==> src/sv/wft_ram.sv <==
// Generic single-port RAM with registered read.
// No dependencies.
module wft_ram #(
   parameter int WIDTH = 8,
   parameter int DEPTH = 16
) (
   input  logic                     clock,
   input  logic                     we,
   input  logic [$clog2(DEPTH)-1:0] addr,
   input  logic [WIDTH-1:0]         wdata,
   output logic [WIDTH-1:0]         rdata
);
   logic [WIDTH-1:0] mem_ff [DEPTH];
   logic [WIDTH-1:0] rdata_ff;

   always_ff @(posedge clock) begin
      if (we) begin
         mem_ff[addr] <= wdata;
      end
      rdata_ff <= mem_ff[addr];
   end

   assign rdata = rdata_ff;
endmodule

==> config.mk <==
export PLATFORM = sky130hd
export DESIGN_NAME = wft_ram
export DESIGN_NICKNAME = d
export VERILOG_FILES = /design/src/sv/wft_ram.sv
export SDC_FILE = /design/constraint.sdc
export NUM_CORES = 1
export LEC_CHECK = 0
export BUFFER_PORTS_ARGS = -buffer_cell sky130_fd_sc_hd__buf_2
export CAP_MARGIN = 10
export CORE_UTILIZATION = 55
export CTS_BUF_LIST = sky130_fd_sc_hd__clkbuf_8
export DETAILED_ROUTE_END_ITERATION = 8
export MAX_ROUTING_LAYER = met4
export PLACE_DENSITY_LB_ADDON = 0.12
export SLEW_MARGIN = 20
export SYNTH_ARGS = -nofsm -noshare
export SYNTH_HDL_FRONTEND = slang
export SYNTH_SLANG_ARGS = --single-unit
export TNS_END_PERCENT = 30
==> constraint.sdc <==
create_clock -name clock -period 4.95 [get_ports clock]
set_input_delay 0.2475 -clock clock [delete_from_list [all_inputs] [get_ports clock]]
set_output_delay 0.2475 -clock clock [all_outputs]
set_load 0.02 [all_outputs]
==> run_results.csv, run 1 <==
group,metric,value,unit
cells_and_area,final_layout_size_suffix_gt1_frac,0.305,
run,drv_cap,0,
detailed_routing,wl_per_cell,23.9,um
critical_path,crit_type,"in2reg",
floorplanning,std_cell_rows,34,
detailed_routing,vias_per_cell,6.02,
placement,post_dp_cell_area,5280,um2
sta,tightest_slew,0.949,ns
cts,hold_buffers,0,
sta,fin_crit_sh,0.383,
floorplanning,fp.dieH,98.0,um
synth,netlist_top_cells_area,"edfxtp_1 (76%), mux4_2 (14%), dfxtp_1 (3.2%)",
global_route,grt_overflow,0,
sta,max_freq,528,MHz
critical_path,cp_data_required_time,5.24,ns
sta,max_slew_margin,0.367,
floorplanning,start_util,0.575,
placement,io_buffer_count,21,
cells_and_area,design_area,5660,um2
synth,avgSynthCellArea,22.0,um2
sta,period_minus_slack,1.89,ns
critical_path,critical_path.top_delay_family,"buffers and inverters",
critical_path,critPathCaptureType,"register",
synth,syn_area,5070,um2
detailed_routing,ant_nets,0,
floorplanning,core-area,8810,um2
placement,gp_congestion,0.718,
synth,synth_cell_types,18,
synth,yosys_warnings,0,
sta,rsz0062_at_grt,"no",
cts,cts_tree,"built",
floorplanning,dieArea,9600,um2
detailed_routing,routed_wl,9160,um
synth,synth-edff-count,128,
critical_path,path_buf_inv,2,
synth,seq_area_frac_synth,0.790,
critical_path,cp_max_fo,23,
synth,synthTopCellsByCount,"edfxtp_1 (128), mux4_2 (32), a22oi_1 (16)",
cts,root_buffer,"clkbuf_8",
sta,finalSetupTns,0,ns
critical_path,cp_cell_sequence,"buf_2, buf_4, mux4_2, a22oi_1, nand2_1",
detailed_routing,drc,0,
synth,yosys.cell_count.top_type,"edfxtp_1",
synth,syn_inst,230,
synth,ys_seq_elements,136,
sta,hold_viol,0,
cts,clk_latency,0.42,ns
power,leakagePower,1.84,nW
cells_and_area,diodes,0,
floorplanning,io-pin-count,22,
cells_and_area,fill_cells,589,
synth,yosysTopAreaCellShare,0.759,
global_route,grt_max_degree,40,
critical_path,start_kind,"primary input",
synth,synthFlopType,"edfxtp_1",
global_route,grt_pass1_wl,13500,um
worst_hold_path,min_path_type,"in2reg",
cts,htreeDepth,4,
global_route,grt_usage,0.217,
placement,hpwl,5610,um
power,power.density,403,nW/um2
run_status,status,"finished clean",
cts,path_clk_slew,0.07,ns
cells_and_area,area_growth,11.7,%
sta,final-setup-viol-count,0,
critical_path,crit_arrival,2.19,ns
floorplanning,die_w,98.0,um
global_route,antenna_found_initial,0,
synth,synth_top_area_cell,"edfxtp_1",
synth,async_flop_share,0,
detailed_routing,vias,2306,
cts,numCtsBuffers,17,
detailed_routing,first_iter_violations,165,
synth,synth_nets,244,
critical_path,cp_slowest_stage_delay,0.55,ns
detailed_routing,drt-pass1-iter-count,4,
cts,post_cts.repair.setup_buffers,0,
cts,clock_path_buffers,2,
cts,cts_resized,0,
critical_path,cp_slowest_cell,"mux4_2",
sta,slew_violations,0,
global_route,grt_pass1_vias,2308,
cells_and_area,final_nets,277,
cts,numClockSinks,136,
power,peakVddDrop,0.000266,V
sta,clock_skew,0.00897,ns
==> cell families after synthesis <==
family                 synth area share
AOI/OAI and AO/OA                0.0237
DFF                               0.790
and+or+nand+nor                  0.0321
muxes                             0.142
buffers and inverters            0.0119
==> stage by stage <==
stage	power [W]	hold slack, ns	std cells	utilization	setup slack (ns)
2_1_floorplan	0.00139	0.346	230	-	3.21
3_3_place_gp	0.00144	0.651	352	0.599	2.53
3_5_place_dp	0.00145	0.662	352	0.600	2.57
4_1_cts	0.00230	0.215	383	0.643	3.02
5_1_grt	0.00235	0.215	383	0.643	2.91
6_report	0.00228	0.232	383	0.643	3.06
==> where the power goes <==
part | internal, W | total [W] | switching (W)
clock network | 0.000481 | 0.000864 | 0.000383
logic | 0.0000470 | 0.000124 | 0.0000771
registers | 0.00129 | 0.00129 | 0.00000826
total | 0.00181 | 0.00228 | 0.000468
==> cells in the final DEF, fill, tap and decap left out, types with 3 or more instances in the layout <==
| cell type | n |
|---|---|
| edfxtp_1 | 128 |
| dfxtp_1 | 8 |
| clkinv_1 | 3 |
| buf_4 | 4 |
| nor2_1 | 13 |
| clkbuf_8 | 17 |
| nor3_1 | 3 |
| buf_2 | 21 |
| mux4_2 | 32 |
| inv_1 | 3 |
| bufinv_16 | 3 |
| nand2_1 | 9 |
| clkinv_2 | 3 |
| a22oi_1 | 16 |
==> metal layers <==
metal  up-vias  GRT usage  wire length, um  part of all wire
met5         -          -                0                 0
met4         0     0.0921              135             0.015
met3        12     0.0544              438             0.048
met2        76      0.324             4450              0.49
met1      1195      0.289             4140              0.45
li1       1023          -                -                 -
==> worst register-to-register path, stage by stage, from the launching register on <==
cell	delay, ns
edfxtp_1	0.35
mux4_2	0.52
a22oi_1	0.28
nand2_1	0.08
==> registers in the layout, summed over array words and instances, names as in the netlist <==
signal / cells
mem_ff: 128
rdata: 8
==> layout make-up <==
type,instances,area [um2],area share
tap,108,135,0.0239
multi-input combinational,83,1010,0.178
clock inverter,14,143,0.0252
timing repair buffer,25,135,0.0239
clock buffer,17,234,0.0413
sequential,136,4000,0.707
==> worst paths after layout <==
path | start | to | slack, ns | cells past startpoint
max | addr[0] | rdata[4] | 3.06 | 5
min | wdata[6] | mem_ff[14][6] | 0.23 | 1
max reg2reg | mem_ff[15][4] | rdata[4] | 3.60 | 3
min reg2reg | mem_ff[11][0] | rdata[0] | 0.70 | 3
No activity file was read; power rests on OpenSTA's default activity.
==> run 2, diff against run 1 <==
ABC_AREA = 1   (was not set)
clock period = 1.65 ns   (was 4.95 ns; I/O delays follow)
==> run_results.csv, run 2 <==
group,metric,value,unit
run_status,status,"finished clean",
sta,clock_skew,0.0133,ns
critical_path,crit_type,"reg2out",
sta,hold_viol,0,
floorplanning,dieArea,10600,um2
global_route,grt_pass1_wl,18800,um
synth,yosys.cell_count.top_type,"nand2_1",
synth,synth_cell_types,11,
global_route,grt_overflow,0,
floorplanning,std_cell_rows,36,
cells_and_area,area_growth,14.5,%
placement,hpwl,7510,um
detailed_routing,drt-pass1-iter-count,4,
synth,synthTopCellsByCount,"nand2_1 (346), edfxtp_1 (128), inv_1 (21)",
cts,clock_path_buffers,2,
synth,yosys_warnings,0,
synth,synth_nets,562,
cells_and_area,design_area,6410,um2
synth,avgSynthCellArea,10.2,um2
synth,syn_inst,548,
worst_hold_path,min_path_type,"in2reg",
synth,muxShareOfSynthArea,0,
global_route,grt_usage,0.263,
synth,ys_seq_elements,136,
floorplanning,io-pin-count,22,
cells_and_area,fill_cells,814,
cts,htreeDepth,4,
cts,numClockSinks,136,
cts,numCtsBuffers,17,
global_route,antenna_found_initial,0,
global_route,grt_pass1_vias,3549,
synth,synthSimpleGateAreaFrac,0.248,
sta,max_slew_margin,0.750,
sta,slew_violations,0,
floorplanning,die_w,103,um
floorplanning,start_util,0.570,
run,drv_cap,0,
power,leakagePower,2.79,nW
placement,gp_congestion,0.867,
sta,finalSetupTns,0,ns
critical_path,path_buf_inv,1,
synth,yosysTopAreaCellShare,0.687,
critical_path,cp_slowest_cell,"dfxtp_1",
detailed_routing,ant_nets,0,
detailed_routing,vias_per_cell,5.00,
synth,async_flop_share,0,
critical_path,start_kind,"register",
floorplanning,core-area,9820,um2
cts,cts_resized,0,
synth,synth_compound_area_frac,0,
placement,post_dp_cell_area,5970,um2
detailed_routing,wl_per_cell,16.2,um
synth,synth_xor_area_frac,0,
critical_path,reg2reg_depth,8,
cts,hold_buffers,0,
cts,clk_latency,0.44,ns
power,peakVddDrop,0.000804,V
cells_and_area,final_nets,607,
cells_and_area,largest_reg_flops,128,
detailed_routing,routed_wl,12000,um
detailed_routing,first_iter_violations,238,
detailed_routing,vias,3694,
critical_path,crit_arrival,1.01,ns
cells_and_area,mostFrequentLayoutCells,"nand2_1 (346), edfxtp_1 (128), buf_4 (24)",
synth,synthAdderAreaFrac,0,
critical_path,cp_slowest_stage_delay,0.39,ns
synth,seq_area_frac_synth,0.716,
synth,synth_top_area_cell,"edfxtp_1",
worst_hold_path,holdPathStages,1,
synth,synthFlopType,"edfxtp_1",
cells_and_area,layout_commonest_cell,"nand2_1",
cts,cts_tree,"built",
cts,path_clk_slew,0.08,ns
placement,place_ws,0.334,ns
sta,max_freq,915,MHz
sta,rsz0062_at_grt,"no",
critical_path,cp_data_required_time,1.57,ns
critical_path,critical_path.top_delay_family,"flip-flops",
sta,final-setup-viol-count,0,
critical_path,critPathCaptureType,"primary output",
synth,synth-edff-count,128,
synth,netlist_top_cells_area,"edfxtp_1 (69%), nand2_1 (23%), dfxtp_1 (2.9%)",
detailed_routing,drc,0,
placement,io_buffer_count,21,
cells_and_area,diodes,0,
synth,syn_area,5590,um2
floorplanning,fp.dieH,103,um
sta,setup_slack,0.557,ns
cts,root_buffer,"clkbuf_8",
power,power.density,1150,nW/um2
cells_and_area,final_layout_size_suffix_gt1_frac,0.130,
critical_path,cp_max_fo,1,
critical_path,path_depth,1,
sta,fin_crit_sh,0.662,
cells_and_area,regMostFlops,"mem_ff",
sta,tightest_slew,0.375,ns
sta,period_minus_slack,1.09,ns
global_route,grt_max_degree,33,
critical_path,cp_cell_sequence,"buf_2",
cts,post_cts.repair.setup_buffers,0,
synth,synth_top_family_by_area,"simple AND/OR/NAND/NOR gates",
-- run 2: power breakdown --
| group | internal [W] | switching, W | leakage (nW) |
|---|---|---|---|
| combinational | 0.000142 | 0.000355 | 1.35 |
| clock | 0.00172 | 0.00124 | 0.223 |
| sequential | 0.00386 | 0.0000265 | 1.22 |
| total | 0.00572 | 0.00162 | 2.79 |
-- run 2: final cells by class --
cell class	count	area (um2)	area share
clock inverters	13	176	0.0275
repair buffers	47	325	0.0508
flip-flops and latches	136	4000	0.625
inverters	23	86.3	0.0135
multi-input cells	368	1390	0.216
well taps	133	166	0.0260
clock buffers	19	262	0.0408
-- run 2: final timing paths --
| path | slack, ns | startpoint | endpoint |
|---|---|---|---|
| max | 0.56 | rdata[0] | rdata[0] |
| min reg2reg | 0.72 | mem_ff[15][1] | rdata[1] |
| min | 0.06 | wdata[7] | mem_ff[1][7] |
| max reg2reg | 0.66 | mem_ff[11][0] | rdata[0] |
-- run 2: per-layer routing --
| metal | up-vias | track usage | share of wire |
|---|---|---|---|
| met5 | - | - | 0 |
| met4 | 0 | 0.109 | 0.013 |
| met3 | 17 | 0.0495 | 0.057 |
| met2 | 112 | 0.397 | 0.48 |
| met1 | 1730 | 0.354 | 0.44 |
| li1 | 1835 | - | - |
-- run 2: stage by stage --
step | cells | total power (W) | hold WS (ns) | util
finish | 739 | 0.00734 | 0.0612 | 0.652
CTS | 739 | 0.00737 | 0.0535 | 0.652
global route | 739 | 0.00756 | 0.0567 | 0.652
detailed placement | 707 | 0.00446 | 0.500 | 0.608
global placement | 707 | 0.00445 | 0.500 | 0.608
floorplan | 548 | 0.00425 | 0.181 | -
-- run 2: cells by family after synthesis --
logic type / count (synthesis)
flops: 136
buf+inv: 44
simple gates: 368
==> run 3, diff against run 2 <==
clock period = 1.1 ns   (was 1.65 ns; I/O delays follow)
==> run_results.csv, run 3 (same netlist as run 2, synthesis figures left out) <==
group,metric,value,unit
placement,hpwl,7510,um
sta,final-setup-viol-count,0,
cells_and_area,final_layout_size_suffix_gt1_frac,0.157,
critical_path,cp_slowest_cell,"dfxtp_1",
run,drv_cap,0,
floorplanning,core-area,9820,um2
placement,post_dp_cell_area,6110,um2
detailed_routing,routed-wl-met2,5630,um
global_route,grt_pass1_vias,3469,
power,power.density,1760,nW/um2
cells_and_area,largest_reg_flops,128,
critical_path,reg2reg_depth,8,
cells_and_area,layout_commonest_cell,"nand2_1",
power,power,0.0116,W
critical_path,crit_arrival,0.97,ns
critical_path,worst_r2r_endpoint,"rdata[2]",
sta,rsz0062_at_grt,"no",
floorplanning,std_cell_rows,36,
detailed_routing,routed_wl,12000,um
detailed_routing,first_iter_violations,243,
detailed_routing,vias,3695,
floorplanning,start_util,0.570,
critical_path,cp_slowest_stage_delay,0.36,ns
worst_hold_path,hold_start,"wdata[6]",
critical_path,cp-endpoint,"rdata[1]",
cts,htreeDepth,4,
cells_and_area,final_nets,598,
sta,hold_viol,0,
power,leakagePower,2.78,nW
detailed_routing,routed.top_layer,"met4",
run_status,status,"finished clean",
critical_path,start_kind,"register",
global_route,antenna_found_initial,0,
cts,clock_path_buffers,2,
critical_path,crit_start,"rdata[1]",
sta,period_minus_slack,1.03,ns
critical_path,r2r_slack,0.09,ns
detailed_routing,wl_per_cell,16.5,um
detailed_routing,drt-pass1-iter-count,5,
detailed_routing,drc,0,
worst_hold_path,min_path_type,"in2reg",
critical_path,critPathCaptureType,"primary output",
global_route,grt_pass1_wl,18700,um
sta,slew_violations,0,
floorplanning,dieArea,10600,um2
critical_path,path_buf_inv,1,
cts,numCtsBuffers,17,
sta,max_slew_margin,0.726,
cts,post_cts.repair.setup_buffers,0,
cells_and_area,diodes,0,
critical_path,cp_data_required_time,1.04,ns
sta,max_freq,972,MHz
sta,clock_skew,0.00798,ns
global_route,grt_overflow,0,
cells_and_area,mostFrequentLayoutCells,"nand2_1 (342), edfxtp_1 (128), inv_1 (21), buf_2 (21), clkbuf_8 (17)",
placement,gp_congestion,0.826,
global_route,grt_max_degree,33,
detailed_routing,vias_per_cell,5.06,
cts,cts_tree,"built",
cts,clk_latency,0.44,ns
detailed_routing,wl_met3,734,um
cts,path_clk_slew,0.08,ns
critical_path,critical_path.top_delay_family,"flip-flops",
global_route,grt_usage,0.262,
placement,io_buffer_count,21,
detailed_routing,ant_nets,0,
cts,root_buffer,"clkbuf_8",
sta,fin_crit_sh,0.935,
critical_path,path_depth,1,
cts,numClockSinks,136,
critical_path,r2r_start,"mem_ff[5][2]",
detailed_routing,wl_met1,5530,um
cells_and_area,regMostFlops,"mem_ff",
cells_and_area,area_growth,18.2,%
floorplanning,io-pin-count,22,
cells_and_area,design_area,6610,um2
critical_path,crit_type,"reg2out",
critical_path,cp_max_fo,1,
floorplanning,die_w,103,um
power,peakVddDrop,0.00109,V
critical_path,cp_cell_sequence,"buf_2",
sta,tightest_slew,0.411,ns
floorplanning,fp.dieH,103,um
==> run 3: stage by stage <==
stage	utilization	worst slack, ns	std cells	hold WS, ns	setup TNS, ns
finish	0.673	0.0710	730	0.0435	0
global route	0.673	0.000786	730	0.0338	0
CTS	0.672	0.0617	730	0.0285	0
detailed placement	0.623	-0.0930	698	0.469	-9.04
global placement	0.623	-0.0744	698	0.471	-5.58
floorplan	-	-0.00936	548	0.154	-0.142
==> run 3: power breakdown <==
part	internal [W]	switching, W
logic	0.000246	0.000588
clock network	0.00312	0.00185
registers	0.00579	0.0000367
total	0.00916	0.00248
==> run 3: worst reg2reg max path: stages (launching register included) <==
cell      delay, ns
edfxtp_1       0.38
nand2_1        0.09
nand2_1        0.08
nand2_1        0.06
nand2_1        0.05
nand2_1        0.06
nand2_1        0.08
inv_1          0.07
nand2_2        0.05
==> run 3: metal layers <==
metal | vias to the layer above | GRT usage
met4 | 0 | 0.0802
met2 | 112 | 0.388
met5 | - | -
met3 | 13 | 0.0610
met1 | 1740 | 0.364
li1 | 1830 | -
==> run 3: repair_timing <==
action                                  in CTS  in global routing
hold buffers                                 0                  0
endpoints found under the setup margin       0                  3
resized for setup                            0                  4
==> run 3: final cells by class <==
type	count	area, um2
inverters	23	86.3
clock buffers	17	234
well taps	133	166
repair buffers	38	295
fillers	775	3210
multi-input cells	368	1570
flip-flops and latches	136	4000
clock inverters	15	255
==> run 3: worst min path at each step <==
stage                                to  slack [ns]  depth (start not counted)
after floorplan            mem_ff[0][0]        0.15                          0
after global placement         rdata[6]        0.47                          1
after global routing      mem_ff[13][6]        0.03                          1
after detailed placement       rdata[2]        0.47                          1
final                     mem_ff[12][6]        0.04                          1
after CTS                 mem_ff[12][6]        0.03                          1
